**config.mk**
```make
export PLATFORM = sky130hd
export DESIGN_NAME = ir_range_sample_to_distance
export DESIGN_NICKNAME = d
export VERILOG_FILES = /design/src/hw/rtl/irsd_pkg.sv /design/src/hw/rtl/irsd_ctrl.sv /design/src/hw/rtl/irsd_datapath.sv /design/src/hw/rtl/ir_range_sample_to_distance.sv
export VERILOG_INCLUDE_DIRS = /design/src /design/src/hw/rtl
export SDC_FILE = /design/constraint.sdc
export NUM_CORES = 1
export LEC_CHECK = 0
export ABC_CLOCK_PERIOD_IN_PS = 6220
export BUFFER_PORTS_ARGS = -buffer_cell sky130_fd_sc_hd__buf_2
export CAP_MARGIN = 20
export CELL_PAD_IN_SITES_DETAIL_PLACEMENT = 1
export CELL_PAD_IN_SITES_GLOBAL_PLACEMENT = 1
export CORE_ASPECT_RATIO = 0.9
export CORE_MARGIN = 2
export CORE_UTILIZATION = 51
export DETAILED_ROUTE_END_ITERATION = 8
export PLACE_DENSITY_LB_ADDON = 0.2
export SLEW_MARGIN = 0
export SYNTH_ARGS = -nofsm -noshare
export SYNTH_HDL_FRONTEND = slang
export SYNTH_SLANG_ARGS = --single-unit
```
**constraint.sdc**
```tcl
create_clock -name aclk -period 6.22 [get_ports aclk]
set_input_delay 0.311 -clock aclk [delete_from_list [all_inputs] [get_ports aclk]]
set_output_delay 0.311 -clock aclk [all_outputs]
set_load 0.01 [all_outputs]
```
**src/hw/rtl/ir_range_sample_to_distance_macros.svh**
```systemverilog
// Assertion macros shared by the range converter RTL.
`ifndef IR_RANGE_SAMPLE_TO_DISTANCE_MACROS_SVH
`define IR_RANGE_SAMPLE_TO_DISTANCE_MACROS_SVH

`ifndef SYNTHESIS
`define IRSD_ASSERT(lbl, clk, rst_n, prop) \
    lbl: assert property (@(posedge clk) disable iff (!rst_n) prop) \
        else $error("irsd assertion failed");
`define IRSD_ASSERT_AT(lbl, clk, prop) \
    lbl: assert property (@(posedge clk) prop) \
        else $error("irsd assertion failed");
`else
`define IRSD_ASSERT(lbl, clk, rst_n, prop)
`define IRSD_ASSERT_AT(lbl, clk, prop)
`endif

`endif

```
**src/hw/rtl/irsd_pkg.sv**
```systemverilog
// Shared widths, constants, types and control structs of the range converter.
package irsd_pkg;

    localparam int RAW_W       = 12;
    localparam int SCALE_W     = 16;
    localparam int OFFSET_W    = 22;
    localparam int DIST_W      = 15;
    localparam int PROD_W      = 29;
    localparam int ADJ_W       = 29;
    localparam int DIVR_W      = 28;
    localparam int QUO_W       = 15;
    localparam int STEP_W      = 4;
    localparam int CFG_IDX_W   = 2;
    localparam int CFG_DATA_W  = 22;
    localparam int S_TDATA_W   = 16;
    localparam int M_TDATA_W   = 16;

    localparam int WINDOW_LEN_DEF = 5;

    localparam logic signed [SCALE_W-1:0]  SCALE_RST  = 16'sd256;
    localparam logic signed [OFFSET_W-1:0] OFFSET_RST = '0;
    localparam logic                       FILT_RST   = 1'b1;

    // 12000 * 65536 = NUM_HI * 2^15, low 15 bits zero
    localparam int NUM_HI = 24000;

    localparam logic [DIST_W-1:0] DIST_MAX = 15'd20480;
    localparam logic [DIST_W-1:0] DIST_MIN = 15'd2560;

    typedef enum logic [CFG_IDX_W-1:0] {
        CFG_SCALE  = 2'd0,
        CFG_OFFSET = 2'd1,
        CFG_FILTER = 2'd2
    } cfg_idx_t;

    typedef enum logic [3:0] {
        ST_IDLE,
        ST_MUL,
        ST_ADD,
        ST_CONV,
        ST_DIV_CONV,
        ST_CLAMP,
        ST_FILT,
        ST_SUM,
        ST_AVG_LD,
        ST_DIV_AVG,
        ST_AVG_TAKE,
        ST_FIN
    } state_t;

    typedef struct packed {
        logic load_in;
        logic mul;
        logic add;
        logic set_max;
        logic div_ld_conv;
        logic div_ld_avg;
        logic div_step;
        logic take_conv;
        logic shift_win;
        logic sum_step;
        logic take_avg;
        logic out_load;
    } cmd_t;

    typedef struct packed {
        logic failed;
        logic adj_sat;
        logic filter_en;
        logic div_last;
        logic sum_last;
    } status_t;

endpackage

```
**src/hw/rtl/irsd_ctrl.sv**
```systemverilog
// Sequencing state machine and stream handshakes of the range converter.
`include "ir_range_sample_to_distance_macros.svh"

module irsd_ctrl (
    input  logic              aclk,
    input  logic              aresetn,
    input  logic              s_tvalid,
    output logic              s_tready,
    output logic              m_tvalid,
    input  logic              m_tready,
    input  irsd_pkg::status_t status,
    output irsd_pkg::cmd_t    cmd
);

    irsd_pkg::state_t state_reg, state_next;
    logic             m_tvalid_reg, m_tvalid_next;

    always_ff @(posedge aclk) begin
        if (!aresetn) begin
            state_reg    <= irsd_pkg::ST_IDLE;
            m_tvalid_reg <= 1'b0;
        end else begin
            state_reg    <= state_next;
            m_tvalid_reg <= m_tvalid_next;
        end
    end

    always_comb begin
        state_next = state_reg;
        cmd        = '0;
        case (state_reg)
            irsd_pkg::ST_IDLE: begin
                if (s_tvalid) begin
                    cmd.load_in = 1'b1;
                    state_next  = irsd_pkg::ST_MUL;
                end
            end
            irsd_pkg::ST_MUL: begin
                if (status.failed) begin
                    state_next = irsd_pkg::ST_FIN;
                end else begin
                    cmd.mul    = 1'b1;
                    state_next = irsd_pkg::ST_ADD;
                end
            end
            irsd_pkg::ST_ADD: begin
                cmd.add    = 1'b1;
                state_next = irsd_pkg::ST_CONV;
            end
            irsd_pkg::ST_CONV: begin
                if (status.adj_sat) begin
                    cmd.set_max = 1'b1;
                    state_next  = irsd_pkg::ST_FILT;
                end else begin
                    cmd.div_ld_conv = 1'b1;
                    state_next      = irsd_pkg::ST_DIV_CONV;
                end
            end
            irsd_pkg::ST_DIV_CONV: begin
                cmd.div_step = 1'b1;
                if (status.div_last) begin
                    state_next = irsd_pkg::ST_CLAMP;
                end
            end
            irsd_pkg::ST_CLAMP: begin
                cmd.take_conv = 1'b1;
                state_next    = irsd_pkg::ST_FILT;
            end
            irsd_pkg::ST_FILT: begin
                if (status.filter_en) begin
                    cmd.shift_win = 1'b1;
                    state_next    = irsd_pkg::ST_SUM;
                end else begin
                    state_next = irsd_pkg::ST_FIN;
                end
            end
            irsd_pkg::ST_SUM: begin
                cmd.sum_step = 1'b1;
                if (status.sum_last) begin
                    state_next = irsd_pkg::ST_AVG_LD;
                end
            end
            irsd_pkg::ST_AVG_LD: begin
                cmd.div_ld_avg = 1'b1;
                state_next     = irsd_pkg::ST_DIV_AVG;
            end
            irsd_pkg::ST_DIV_AVG: begin
                cmd.div_step = 1'b1;
                if (status.div_last) begin
                    state_next = irsd_pkg::ST_AVG_TAKE;
                end
            end
            irsd_pkg::ST_AVG_TAKE: begin
                cmd.take_avg = 1'b1;
                state_next   = irsd_pkg::ST_FIN;
            end
            irsd_pkg::ST_FIN: begin
                if (!m_tvalid_reg || m_tready) begin
                    cmd.out_load = 1'b1;
                    state_next   = irsd_pkg::ST_IDLE;
                end
            end
            default: begin
                state_next = irsd_pkg::ST_IDLE;
            end
        endcase
    end

    always_comb begin
        m_tvalid_next = m_tvalid_reg;
        if (cmd.out_load) begin
            m_tvalid_next = 1'b1;
        end else if (m_tready) begin
            m_tvalid_next = 1'b0;
        end
    end

    assign s_tready = (state_reg == irsd_pkg::ST_IDLE);
    assign m_tvalid = m_tvalid_reg;

    `IRSD_ASSERT(a_fin_holds, aclk, aresetn,
        (state_reg == irsd_pkg::ST_FIN && m_tvalid_reg && !m_tready) |=>
        (state_reg == irsd_pkg::ST_FIN))
    `IRSD_ASSERT_AT(a_accept_starts, aclk,
        (aresetn && s_tvalid && s_tready) |=> (state_reg == irsd_pkg::ST_MUL))

endmodule

```
**src/hw/rtl/irsd_datapath.sv**
```systemverilog
// Config registers, multiply-add, shared restoring divider and averaging window.
`include "ir_range_sample_to_distance_macros.svh"

module irsd_datapath #(
    parameter int WINDOW_LEN = irsd_pkg::WINDOW_LEN_DEF
) (
    input  logic                            aclk,
    input  logic                            aresetn,
    input  logic [irsd_pkg::S_TDATA_W-1:0]  s_tdata,
    input  logic                            s_tuser,
    input  logic                            cfg_we,
    input  logic [irsd_pkg::CFG_IDX_W-1:0]  cfg_index,
    input  logic [irsd_pkg::CFG_DATA_W-1:0] cfg_data,
    input  irsd_pkg::cmd_t                  cmd,
    output irsd_pkg::status_t               status,
    output logic [irsd_pkg::M_TDATA_W-1:0]  m_tdata,
    output logic                            m_tuser
);

    localparam int CNT_W = $clog2(WINDOW_LEN + 1);
    localparam int SUM_W = irsd_pkg::DIST_W + CNT_W;
    localparam int IDX_W = (WINDOW_LEN > 1) ? $clog2(WINDOW_LEN) : 1;

    logic signed [irsd_pkg::SCALE_W-1:0]  scale_reg;
    logic signed [irsd_pkg::OFFSET_W-1:0] offset_reg;
    logic                                 filt_reg;

    logic [irsd_pkg::RAW_W-1:0]          raw_reg;
    logic                                fail_reg;
    logic signed [irsd_pkg::PROD_W-1:0]  prod_reg, prod_next;
    logic signed [irsd_pkg::PROD_W-1:0]  raw_ext, scale_ext;
    logic signed [irsd_pkg::ADJ_W-1:0]   adj_reg, adj_next;

    logic [irsd_pkg::DIVR_W-1:0] rem_reg, rem_next;
    logic [irsd_pkg::DIVR_W-1:0] dvs_reg;
    logic [irsd_pkg::QUO_W-1:0]  quo_reg;
    logic [irsd_pkg::STEP_W-1:0] step_reg;
    logic [irsd_pkg::DIVR_W:0]   trial, diff;
    logic                        ge;

    logic [irsd_pkg::DIST_W-1:0] dist_reg, dist_clamp;
    logic [irsd_pkg::DIST_W-1:0] win_reg [WINDOW_LEN];
    logic [irsd_pkg::DIST_W-1:0] win_sel;
    logic [IDX_W-1:0]            idx_reg;
    logic [SUM_W-1:0]            sum_reg;
    logic [CNT_W-1:0]            cnt_reg;

    logic [irsd_pkg::M_TDATA_W-1:0] m_tdata_reg;
    logic                           m_tuser_reg;

    // configuration and window (a filter_enable write empties the window)
    always_ff @(posedge aclk) begin
        if (!aresetn) begin
            scale_reg  <= irsd_pkg::SCALE_RST;
            offset_reg <= irsd_pkg::OFFSET_RST;
            filt_reg   <= irsd_pkg::FILT_RST;
            for (int i = 0; i < WINDOW_LEN; i++) begin
                win_reg[i] <= '0;
            end
        end else begin
            if (cfg_we) begin
                case (irsd_pkg::cfg_idx_t'(cfg_index))
                    irsd_pkg::CFG_SCALE: begin
                        scale_reg <= cfg_data[irsd_pkg::SCALE_W-1:0];
                    end
                    irsd_pkg::CFG_OFFSET: begin
                        offset_reg <= cfg_data[irsd_pkg::OFFSET_W-1:0];
                    end
                    irsd_pkg::CFG_FILTER: begin
                        filt_reg <= cfg_data[0];
                        for (int i = 0; i < WINDOW_LEN; i++) begin
                            win_reg[i] <= '0;
                        end
                    end
                    default: begin
                    end
                endcase
            end else if (cmd.shift_win) begin
                for (int i = 0; i < WINDOW_LEN - 1; i++) begin
                    win_reg[i] <= win_reg[i + 1];
                end
                win_reg[WINDOW_LEN - 1] <= dist_reg;
            end
        end
    end

    assign raw_ext   = irsd_pkg::PROD_W'($signed({1'b0, raw_reg}));
    assign scale_ext = irsd_pkg::PROD_W'(scale_reg);
    assign prod_next = raw_ext * scale_ext;
    assign adj_next  = prod_reg + irsd_pkg::ADJ_W'(offset_reg);

    // one restoring step per cycle; low dividend bits shift in through quo_reg
    assign trial    = {rem_reg, quo_reg[irsd_pkg::QUO_W-1]};
    assign diff     = trial - {1'b0, dvs_reg};
    assign ge       = (trial >= {1'b0, dvs_reg});
    assign rem_next = ge ? diff[irsd_pkg::DIVR_W-1:0] : trial[irsd_pkg::DIVR_W-1:0];

    always_comb begin
        dist_clamp = quo_reg;
        if (quo_reg > irsd_pkg::DIST_MAX) begin
            dist_clamp = irsd_pkg::DIST_MAX;
        end else if (quo_reg < irsd_pkg::DIST_MIN) begin
            dist_clamp = irsd_pkg::DIST_MIN;
        end
    end

    assign win_sel = win_reg[idx_reg];

    always_ff @(posedge aclk) begin
        if (cmd.load_in) begin
            raw_reg  <= s_tdata[irsd_pkg::RAW_W-1:0];
            fail_reg <= s_tuser;
        end
        if (cmd.mul) begin
            prod_reg <= prod_next;
        end
        if (cmd.add) begin
            adj_reg <= adj_next;
        end
        if (cmd.div_ld_conv) begin
            rem_reg  <= irsd_pkg::DIVR_W'(irsd_pkg::NUM_HI);
            quo_reg  <= '0;
            dvs_reg  <= adj_reg[irsd_pkg::DIVR_W-1:0];
            step_reg <= '0;
        end else if (cmd.div_ld_avg) begin
            rem_reg  <= irsd_pkg::DIVR_W'(sum_reg[SUM_W-1:irsd_pkg::QUO_W]);
            quo_reg  <= sum_reg[irsd_pkg::QUO_W-1:0];
            dvs_reg  <= irsd_pkg::DIVR_W'(cnt_reg);
            step_reg <= '0;
        end else if (cmd.div_step) begin
            rem_reg  <= rem_next;
            quo_reg  <= {quo_reg[irsd_pkg::QUO_W-2:0], ge};
            step_reg <= step_reg + irsd_pkg::STEP_W'(1);
        end
        if (cmd.set_max) begin
            dist_reg <= irsd_pkg::DIST_MAX;
        end else if (cmd.take_conv) begin
            dist_reg <= dist_clamp;
        end else if (cmd.take_avg) begin
            dist_reg <= quo_reg;
        end
        if (cmd.shift_win) begin
            idx_reg <= '0;
            sum_reg <= '0;
            cnt_reg <= '0;
        end else if (cmd.sum_step) begin
            idx_reg <= idx_reg + IDX_W'(1);
            if (win_sel != '0) begin
                sum_reg <= sum_reg + SUM_W'(win_sel);
                cnt_reg <= cnt_reg + CNT_W'(1);
            end
        end
        if (cmd.out_load) begin
            m_tdata_reg <= fail_reg ? '0 : irsd_pkg::M_TDATA_W'(dist_reg);
            m_tuser_reg <= !fail_reg;
        end
    end

    assign status.failed    = fail_reg;
    assign status.adj_sat   = (adj_reg <= irsd_pkg::ADJ_W'(irsd_pkg::NUM_HI));
    assign status.filter_en = filt_reg;
    assign status.div_last  = (step_reg == irsd_pkg::STEP_W'(irsd_pkg::QUO_W - 1));
    assign status.sum_last  = (idx_reg == IDX_W'(WINDOW_LEN - 1));

    assign m_tdata = m_tdata_reg;
    assign m_tuser = m_tuser_reg;

    `IRSD_ASSERT(a_conv_range, aclk, aresetn,
        cmd.take_conv |=> (dist_reg >= irsd_pkg::DIST_MIN && dist_reg <= irsd_pkg::DIST_MAX))
    `IRSD_ASSERT(a_avg_range, aclk, aresetn,
        cmd.take_avg |=> (dist_reg >= irsd_pkg::DIST_MIN && dist_reg <= irsd_pkg::DIST_MAX))

endmodule

```
**src/hw/rtl/ir_range_sample_to_distance.sv**
```systemverilog
// Top level: IR range sample to distance converter with moving-average window.
// A new sample is accepted only while idle, so one transaction runs at a time; the
//   15-step restoring divider runs for 12000/x unless the result saturates to DIST_MAX,
//   and once more for the window mean when the filter is on. A read failure skips both.
// Reset (aresetn low, synchronous): scale 1.0, offset 0, filter on, window empty.
module ir_range_sample_to_distance #(
    parameter int WINDOW_LEN = irsd_pkg::WINDOW_LEN_DEF
) (
    input  logic                            aclk,
    input  logic                            aresetn,
    input  logic                            s_tvalid,
    output logic                            s_tready,
    input  logic [irsd_pkg::S_TDATA_W-1:0]  s_tdata,   // [11:0] raw_sample
    input  logic                            s_tuser,   // [0] read_failed
    output logic                            m_tvalid,
    input  logic                            m_tready,
    output logic [irsd_pkg::M_TDATA_W-1:0]  m_tdata,   // [14:0] distance
    output logic                            m_tuser,   // [0] valid_res
    input  logic                            cfg_valid,
    output logic                            cfg_ready,
    input  logic [irsd_pkg::CFG_IDX_W-1:0]  cfg_index,
    input  logic [irsd_pkg::CFG_DATA_W-1:0] cfg_data
);

    irsd_pkg::cmd_t    cmd;
    irsd_pkg::status_t status;

    assign cfg_ready = 1'b1;

    irsd_ctrl u_ctrl (
        .aclk     (aclk),
        .aresetn  (aresetn),
        .s_tvalid (s_tvalid),
        .s_tready (s_tready),
        .m_tvalid (m_tvalid),
        .m_tready (m_tready),
        .status   (status),
        .cmd      (cmd)
    );

    irsd_datapath #(
        .WINDOW_LEN (WINDOW_LEN)
    ) u_datapath (
        .aclk      (aclk),
        .aresetn   (aresetn),
        .s_tdata   (s_tdata),
        .s_tuser   (s_tuser),
        .cfg_we    (cfg_valid & cfg_ready),
        .cfg_index (cfg_index),
        .cfg_data  (cfg_data),
        .cmd       (cmd),
        .status    (status),
        .m_tdata   (m_tdata),
        .m_tuser   (m_tuser)
    );

endmodule
```
==> summary by stage, run 1 <==
Place
Counting tap cells, the placed design contains a total of 2998 instances. The count of buffers inserted at the top-level ports is 59. Once detailed placement completed, the half-perimeter wirelength came to 46300 microns.

The congestion estimate from routability-driven global placement came to 0.8841. The worst setup slack after placement is 98.01 ps.

Finish
The register with the most flip-flops in the layout has 75 of them. The share of layout cells above drive strength 1 is 9.823%. In the final design database the tool counted 2825 nets.

The number of antenna repair diodes is 0. The area growth from synthesis to layout is 10.40%. The commonest non-fill, non-tap cell in the layout is sky130_fd_sc_hd__inv_1. In the layout the commonest cells are sky130_fd_sc_hd__inv_1, sky130_fd_sc_hd__nand2_1, sky130_fd_sc_hd__and2_1, sky130_fd_sc_hd__edfxtp_1, sky130_fd_sc_hd__fa_1. Leaving out filler cells and counting taps, the final layout contains 3092.

Synth
The library cell occupying the most area in the post-synthesis netlist is sky130_fd_sc_hd__edfxtp_1. For this run, the leading register cell type out of synthesis is sky130_fd_sc_hd__edfxtp_1. When the netlist entered floorplanning its net count stood at 2758. The count of flip-flops with a built-in enable after synthesis is 190.

Counting every instance in the synthesized netlist gives 2388. The post-synthesis mux area share is 3.400%. The share of Yosys cell area claimed by the top area cell type is 24.19%.

The synthesized netlist devotes about 3.5% of its cell area to XOR and XNOR gates. Yosys attributes the largest share of cell area to sky130_fd_sc_hd__edfxtp_1, sky130_fd_sc_hd__fa_1, sky130_fd_sc_hd__dfxtp_1, sky130_fd_sc_hd__ha_1, sky130_fd_sc_hd__and2_1. In this run, distinct cell masters in the synthesized netlist total 79. The fraction of the yosys area taken by sequential cells is 35.48%. The number of warnings reported in the yosys synthesis log is 0.

The basic-gate share of the synthesized area counting and, or, nand and nor cells is 16.01%. The netlist area before placement is 23590 sq um. The synthesized flop and latch total is 323.

The largest family of logic cells by synthesized area is adder cells. Each instance of the synthesized netlist takes up on average 9.877 sq um. For this run, asynchronously set or reset flops after synthesis account for 0%. The synthesized netlist devotes 11.68% of its cell area to compound gates. The post-synthesis share of cell area spent on full adders, half adders and majority gates is a little under a quarter.

Clocking
In this run the deepest clock path goes through 3 buffers. The number of buffers added by the clock tree synthesis step is 37. TritonCTS built the clock tree. For the worst-skew pair, the clock arrives at the later sink with an insertion delay of around 570 ps. The clock root buffer master is sky130_fd_sc_hd__clkbuf_16. The H-tree was split into 2 levels. The clock sink count is 323.

Clock-pin slew was measured on the worst setup and hold paths at 60 ps.

Floorplanning
The placeable core area is approximately 46000 sq um. The floorplan has between 70 and 80 rows. The area of the die is approximately 48000 sq um.

The initial utilization of the core area, before any placement, comes to 51.78%. Pin placement for this block handled between 60 and 70 I/O pins. The die span in y is 208.0 microns. The die width is between 200 and 250 microns.

Global route
The number of antenna violations at the first check in global routing is 0. The first-pass GRT wire length is about 100000 microns. The residual overflow from global routing is 0. The total routing resource utilization after global routing is 26.06%. Entering global routing, the biggest net connects 76 pins. The via count of the first global-routing pass came to roughly 19000.

Critical path
Along the worst path, the maximum fanout reaches 7. For this run, the slowest stage of the critical path takes around 700 ps. The critical path contains buffers and inverters numbering 6 combined. The endpoint kind of the worst setup timing path is a flip-flop. By instance count, the cell type seen most on the critical path is sky130_fd_sc_hd__fa_1. For the worst setup path, the data required time is 6530 ps.

The dominant delay contributor by cell family on the critical path is adder cells. The slowest cell on the critical path is sky130_fd_sc_hd__fa_2. By startpoint and endpoint, the worst setup path is classified as reg -> reg.

The critical path goes through buf_4 > buf_12 > and2_1 > fa_1 > inv_1 > fa_2 > clkinvlp_4 > fa_1 > fa_1 > inv_1 > fa_1 > inv_1 > ha_1 > and3_1 > a2111oi_2 > o21bai_1 > a21boi_1 > xnor2_1. Data arrives at the worst endpoint at 6340 ps. The kind of start point of the critical path is a flip-flop.

Hold path
The class of the tightest hold or removal check is in -> reg.

Routing
For this run, the detailed router's first-pass iteration total came to 5. The average detailed-routed wire length per instance is 19.75 microns. The total detailed-routing wirelength is 61060 microns. The total via count in the routed design is between 15000 and 20000.

The post-route DRC violation count is 0. For this block, the initial DRC count from the detailed router was 811. Using the TritonRoute via totals, the vias-per-cell ratio works out to 5.576.

The count of nets left with antenna violations once routing finished came out at 0.

Power and ir drop
The worst-case IR drop observed on VDD is 191.8 uV. The total power is 8814 uW. The leakage power of the design is between 0.01 and 0.015 uW. The power density over the cells is 338.5 nW/um^2.

STA
The worst setup skew after layout is ~24 ps. The transition time at the pin with the least slew margin is 1055 ps. The number of failing hold endpoints at the final stage is 0. The total setup violations reported at the end of the flow is 0. The time the worst path needs with I/O delays and setup is 6034 ps.

In the post-route analysis, the smallest setup slack over all paths is 186.0 ps. The number of max-slew violations in the final report came to 0. Setup repair after global routing left no endpoint under its margin. The worst path uses 97.01% of the clock period. The maximum frequency from static timing analysis is 0.1657 GHz. The setup total negative slack is 0 ps. Headroom to the max-slew limit came out at between 20% and 30%.

Flow run
The reported max-cap violation count is 0.

Outcome
The flow ran to the end, and the final reports show no timing, DRC or antenna violations.
[cell families after synthesis]
logic type	count (synthesis)
muxes	59
AOI/OAI and AO/OA	418
and+or+nand+nor	750
buffers and inverters	418
adders and majority gates	324
DFF	323
xor gates and xnor gates	94
other	2
[worst reg2reg max path: cells and delay by family (launching register included)]
kind            cells  cell delay [ps]
buf+inv             6              750
simple gates        2              410
compound gates      3              840
flops               1              490
xor+xnor            1               80
fa+ha+maj           6             3200
[stage by stage]
stage | hold WS (ps) | instance area [sq um] | utilization, %
final | 31.89 | 26040 | 57.16
after floorplan | 409.9 | 23590 | -
after global routing | 28.42 | 26040 | 57.16
after detailed placement | 466.2 | 24550 | 53.90
after global placement | 456.0 | 24540 | 53.88
after CTS | 2.674 | 25930 | 56.92
[metal layers]
metal	vias up	global-route usage, %	wire (microns)
li1	8112	-	-
met1	8765	33.67	27020
met2	279	46.35	30700
met3	86	2.686	1888
met4	0	7.386	1451
met5	-	0	0
[repair_timing]
action | CTS | global route
buffers inserted | 0 | 9
setup endpoints to repair | 0 | 4
resized for setup | 0 | 13
hold buffers | 17 | 0
endpoints found under the hold margin | 17 | 0
[power breakdown]
group | switching (uW) | internal [uW] | total [uW]
combinational | 2110 | 1440 | 3540
sequential | 348 | 2730 | 3080
clock | 947 | 1240 | 2190
total | 3400 | 5410 | 8810
[Yosys cell counts (all sizes together) (13+ instances only)]
cell type,count
a31oi,15
and3,13
dfxtp,133
nor4,18
o21a,21
a21boi,39
mux2i,25
fa,181
inv,317
nor2b,35
a21oi,131
buf,20
and2,203
nor3,35
a22oi,30
xnor2,72
o21ai,63
xor2,22
a21o,25
nor2,115
mux4,15
ha,143
a211oi,19
mux2,19
clkbuf,80
nand2,248
nand3,37
o21bai,16
edfxtp,190
[area by class of cell]
| type | count | area [sq um] |
|---|---|---|
| fill | 5082 | 19510 |
| multi-input combinational | 1647 | 13630 |
| sequential | 323 | 8374 |
| inverter | 318 | 1202 |
| clock buffer | 51 | 1008 |
| timing repair buffer | 128 | 872.1 |
| tap | 608 | 760.7 |
| clock inverter | 17 | 196.4 |
[path summary, 6_finish.rpt]
| check | startpoint | endpoint | depth (start not counted) | slack [ps] |
|---|---|---|---|---|
| setup / recovery | u_datapath.raw_reg[3]$_DFFE_PP_ | u_datapath.prod_reg[26]$_DFFE_PP_ | 18 | 190 |
| hold / removal | cfg_data[17] | u_datapath.offset_reg[17]$_SDFFE_PN0P_ | 3 | 30 |
| setup reg to reg | u_datapath.raw_reg[3]$_DFFE_PP_ | u_datapath.prod_reg[26]$_DFFE_PP_ | 18 | 190 |
| hold reg to reg | u_datapath.offset_reg[7]$_SDFFE_PN0P_ | u_datapath.offset_reg[7]$_SDFFE_PN0P_ | 2 | 470 |
Power figures use the tool's default switching activity.
==> run 2: changes to the inputs <==
- GPL_TIMING_DRIVEN: default -> 0
==> run 2 against run 1 <==
  * Largest cell class unchanged
  * Critical path type unchanged
  * Non-clock buffer count rose by 78
  * Largest power group unchanged
  * Clock skew is 3.8 ps higher
  * Core utilization up 1.2 points
==> summary by stage, run 2 (synthesis gave the netlist of run 1 again) <==
Routing
The average detailed-routed wire length per instance is 21.26 microns (+7.7%). The total detailed-routing wirelength came to 67480 microns (+11%). The number of DRC violations after detailed-routing iteration 0 is 987 (+22%). The total via count in the routed design came to 17970 (+4.2%). The number of search-and-repair iterations in the first detailed-routing pass is 5 (unchanged). The remaining antenna violation count after routing is 0 (unchanged).

The post-detailed-route via-to-cell ratio is 5.661 (+1.5%). The post-route DRC violation count is 0 (unchanged).

STA
The portion of the clock cycle consumed by the worst path in the final layout is 98.33% (+1.3 points). The number of failing hold endpoints at the final stage is 0 (unchanged). The worst setup skew after layout is 27.81 ps (+3.847 ps). The time the worst path needs with I/O delays and setup was 6116 ps (+82.18 ps). The number of max-slew violations in the final report is 0 (unchanged). The post-route worst hold slack is 32.21 ps (+0.3153 ps). The total setup violations reported at the end of the flow is 0 (unchanged). The maximum frequency from static timing analysis is 0.1635 GHz (-1.3%). The worst slew margin relative to its limit is 27.56% (-2.1 points). The transition time at the pin with the least slew margin is 1078 ps (+23.47 ps).

Clocking
The clock root buffer master is sky130_fd_sc_hd__clkbuf_16. The clock tree from TritonCTS is yes. The clock-pin slew reported for the worst setup and hold paths after clock tree synthesis is 60 ps (about the same).

The source-to-sink clock delay at the later pin of the worst-skew pair is 580 ps (about the same). The number of buffers added by the clock tree synthesis step came to 38 (+2.7%). The H-tree depth reported by CTS is 2 (unchanged). The number of buffers between clock root and the deepest sink came to 3 (unchanged). The clock sink count came to 323 (unchanged).

Finish
The fill cell total of the finished layout came to 5094 (+0.24%). The final cell count without fillers is 3174 (+2.7%). The area growth from synthesis to layout is 12.80%.

The number of nets in the finished design is 2904 (+2.8%). The share of layout cells above drive strength 1 came to 10.65% (+0.82 points). The library cell used most frequently in the layout, excluding fill and tap cells, is sky130_fd_sc_hd__inv_1.

In the layout the commonest cells are sky130_fd_sc_hd__inv_1, sky130_fd_sc_hd__nand2_1, sky130_fd_sc_hd__and2_1, sky130_fd_sc_hd__edfxtp_1, sky130_fd_sc_hd__fa_1. The number of flip-flops in the largest register is 75 (unchanged).

Critical path
The first element of the critical path is u_datapath.raw_reg[8]$_DFFE_PP_. The data arrival time of the critical path is 6410 ps (+70 ps). The number of cells on the worst reg-to-reg path is 20 (+2). The endpoint kind of the worst setup timing path is a flip-flop. The worst endpoint required time was 6510 ps (-20 ps). The worst-path maximum fanout came to 10 (+3). By startpoint and endpoint, the worst setup path is classified as reg -> reg.

The kind of start point of the critical path is a flip-flop. The startpoint of the most critical register-to-register path is u_datapath.raw_reg[8]$_DFFE_PP_.

Global route
The total routing resource utilization after global routing came to 28.36% (+2.3 points). The via count of the first global-routing pass came to 19600 (+4.5%). The number of antenna violations at the first check in global routing is 2 (+2). The pin count of the biggest net entering global routing is 38 (-50%). The first-pass GRT wire length is 107100 microns (+6.8%). The residual overflow from global routing is 0 (unchanged).

Place
The HPWL after detailed placement is 51890 microns (+12%). The cell count after placement is 3066 (+2.3%). The final estimated routing congestion in global placement came to 0.8969 (+1.4%). The count of buffers inserted at the top-level ports is 58 (-1.7%).

Hold path
The startpoint identified for the worst hold timing path is cfg_data[21]. The path class of the tightest hold or removal check is in -> reg. The instance count along the most critical hold path is 3 (unchanged).

Power and ir drop
The maximum vdd drop is 269.9 uV (+41%). The leakage power of the design is 0.01157 uW (+1.9%). The power density over the cells came to 345.5 nW/um^2 (+2.1%).

Floorplanning
The die width came to 230.7 microns (unchanged). The count of boundary I/O pins came to 66 (unchanged). The placeable core area is 45550 sq um (unchanged). The effective utilization at floorplan was 51.78% (unchanged). The floorplan row count is 74 (unchanged). The area of the die came to 47990 sq um (unchanged). The die span in y is 208.0 microns (unchanged).

Flow run
The reported max-cap violation count is 0 (unchanged).

Outcome
The run finished with clean final reports.
run 2: cell types whose count changed in the layout (fill, tap and decap cells not counted), sizes merged:
cell         change
clkbuf          +69
dlygate4sd3      -1
clkinv           -2
clkinvlp         +1
diode            +2
bufinv           +1
inv              +5
buf              +7
run 2: metal layers:
layer  GRT usage [%]  up-vias  share of wire, %
met5               0        -                 0
met4           11.01        0               3.8
met3           3.413      149               4.1
met2           50.26      433                51
met1           35.30     9107                41
li1                -     8279                 -
run 2: power by group:
group	internal, uW	switching [uW]	total, uW	leakage [uW]
combinational	1530	2330	3860	0.00801
clock	1300	983	2290	0.000599
sequential	2730	315	3050	0.00296
run 2: worst paths after layout:
check	to	slack, ps
max	u_datapath.prod_reg[27]$_DFFE_PP_	100
min	u_datapath.offset_reg[21]$_SDFFE_PN0P_	30
max reg2reg	u_datapath.prod_reg[27]$_DFFE_PP_	100
min reg2reg	u_datapath.offset_reg[10]$_SDFFE_PN0P_	470
run 2: layout make-up:
type                       count  area, sq um  share of cell area (%)
inverter                     318         1199                   4.505
tap                          608        760.7                   2.859
clock buffer                  48         1008                   3.791
clock inverter                22        251.5                  0.9453
buffer                        98        483.0                   1.815
sequential                   323         8368                   31.45
timing repair buffer         108        757.0                   2.845
antenna                        2        5.005                 0.01881
multi-input combinational   1647        13770                   51.77
run 2: timing repair:
| item | CTS | global route |
|---|---|---|
| endpoints found under the setup margin | 7 | 6 |
| setup buffers | 5 | 17 |
| pin swaps | 2 | 12 |
| hold endpoints to repair | 16 | 0 |
| hold buffers | 16 | 0 |
| resized for setup | 24 | 52 |
run 2: worst max-delay path, stage by stage, from the launching register on:
cell and delay, ps:
sky130_fd_sc_hd__edfxtp_1 570, sky130_fd_sc_hd__clkbuf_4 310, sky130_fd_sc_hd__nand2_1 100, sky130_fd_sc_hd__fa_1 510
sky130_fd_sc_hd__inv_1 50, sky130_fd_sc_hd__fa_1 470, sky130_fd_sc_hd__fa_1 530, sky130_fd_sc_hd__fa_1 560
sky130_fd_sc_hd__inv_1 60, sky130_fd_sc_hd__fa_1 560, sky130_fd_sc_hd__inv_1 50, sky130_fd_sc_hd__ha_1 390
sky130_fd_sc_hd__and3_1 250, sky130_fd_sc_hd__and3_1 200, sky130_fd_sc_hd__a211oi_2 250, sky130_fd_sc_hd__o21ai_2 160
sky130_fd_sc_hd__a21oi_1 230, sky130_fd_sc_hd__nand2b_1 100, sky130_fd_sc_hd__a21oi_2 200, sky130_fd_sc_hd__o21ai_0 130
sky130_fd_sc_hd__xor2_1 160
run 2: stage by stage:
| step | setup slack (ps) | TNS, ps | power, uW | area, sq um | util [%] |
|---|---|---|---|---|---|
| final | 103.8 | 0 | 9191 | 26600 | 58.40 |
| after global routing | -105.0 | -164.0 | 9727 | 26600 | 58.39 |
| after CTS | 1.996 | 0 | 9054 | 26290 | 57.71 |
| after detailed placement | -401.1 | -1765 | 6692 | 24780 | 54.41 |
| after global placement | -518.1 | -39660 | 6489 | 24640 | 54.08 |
| after floorplan | 676.9 | 0 | 5606 | 23590 | - |
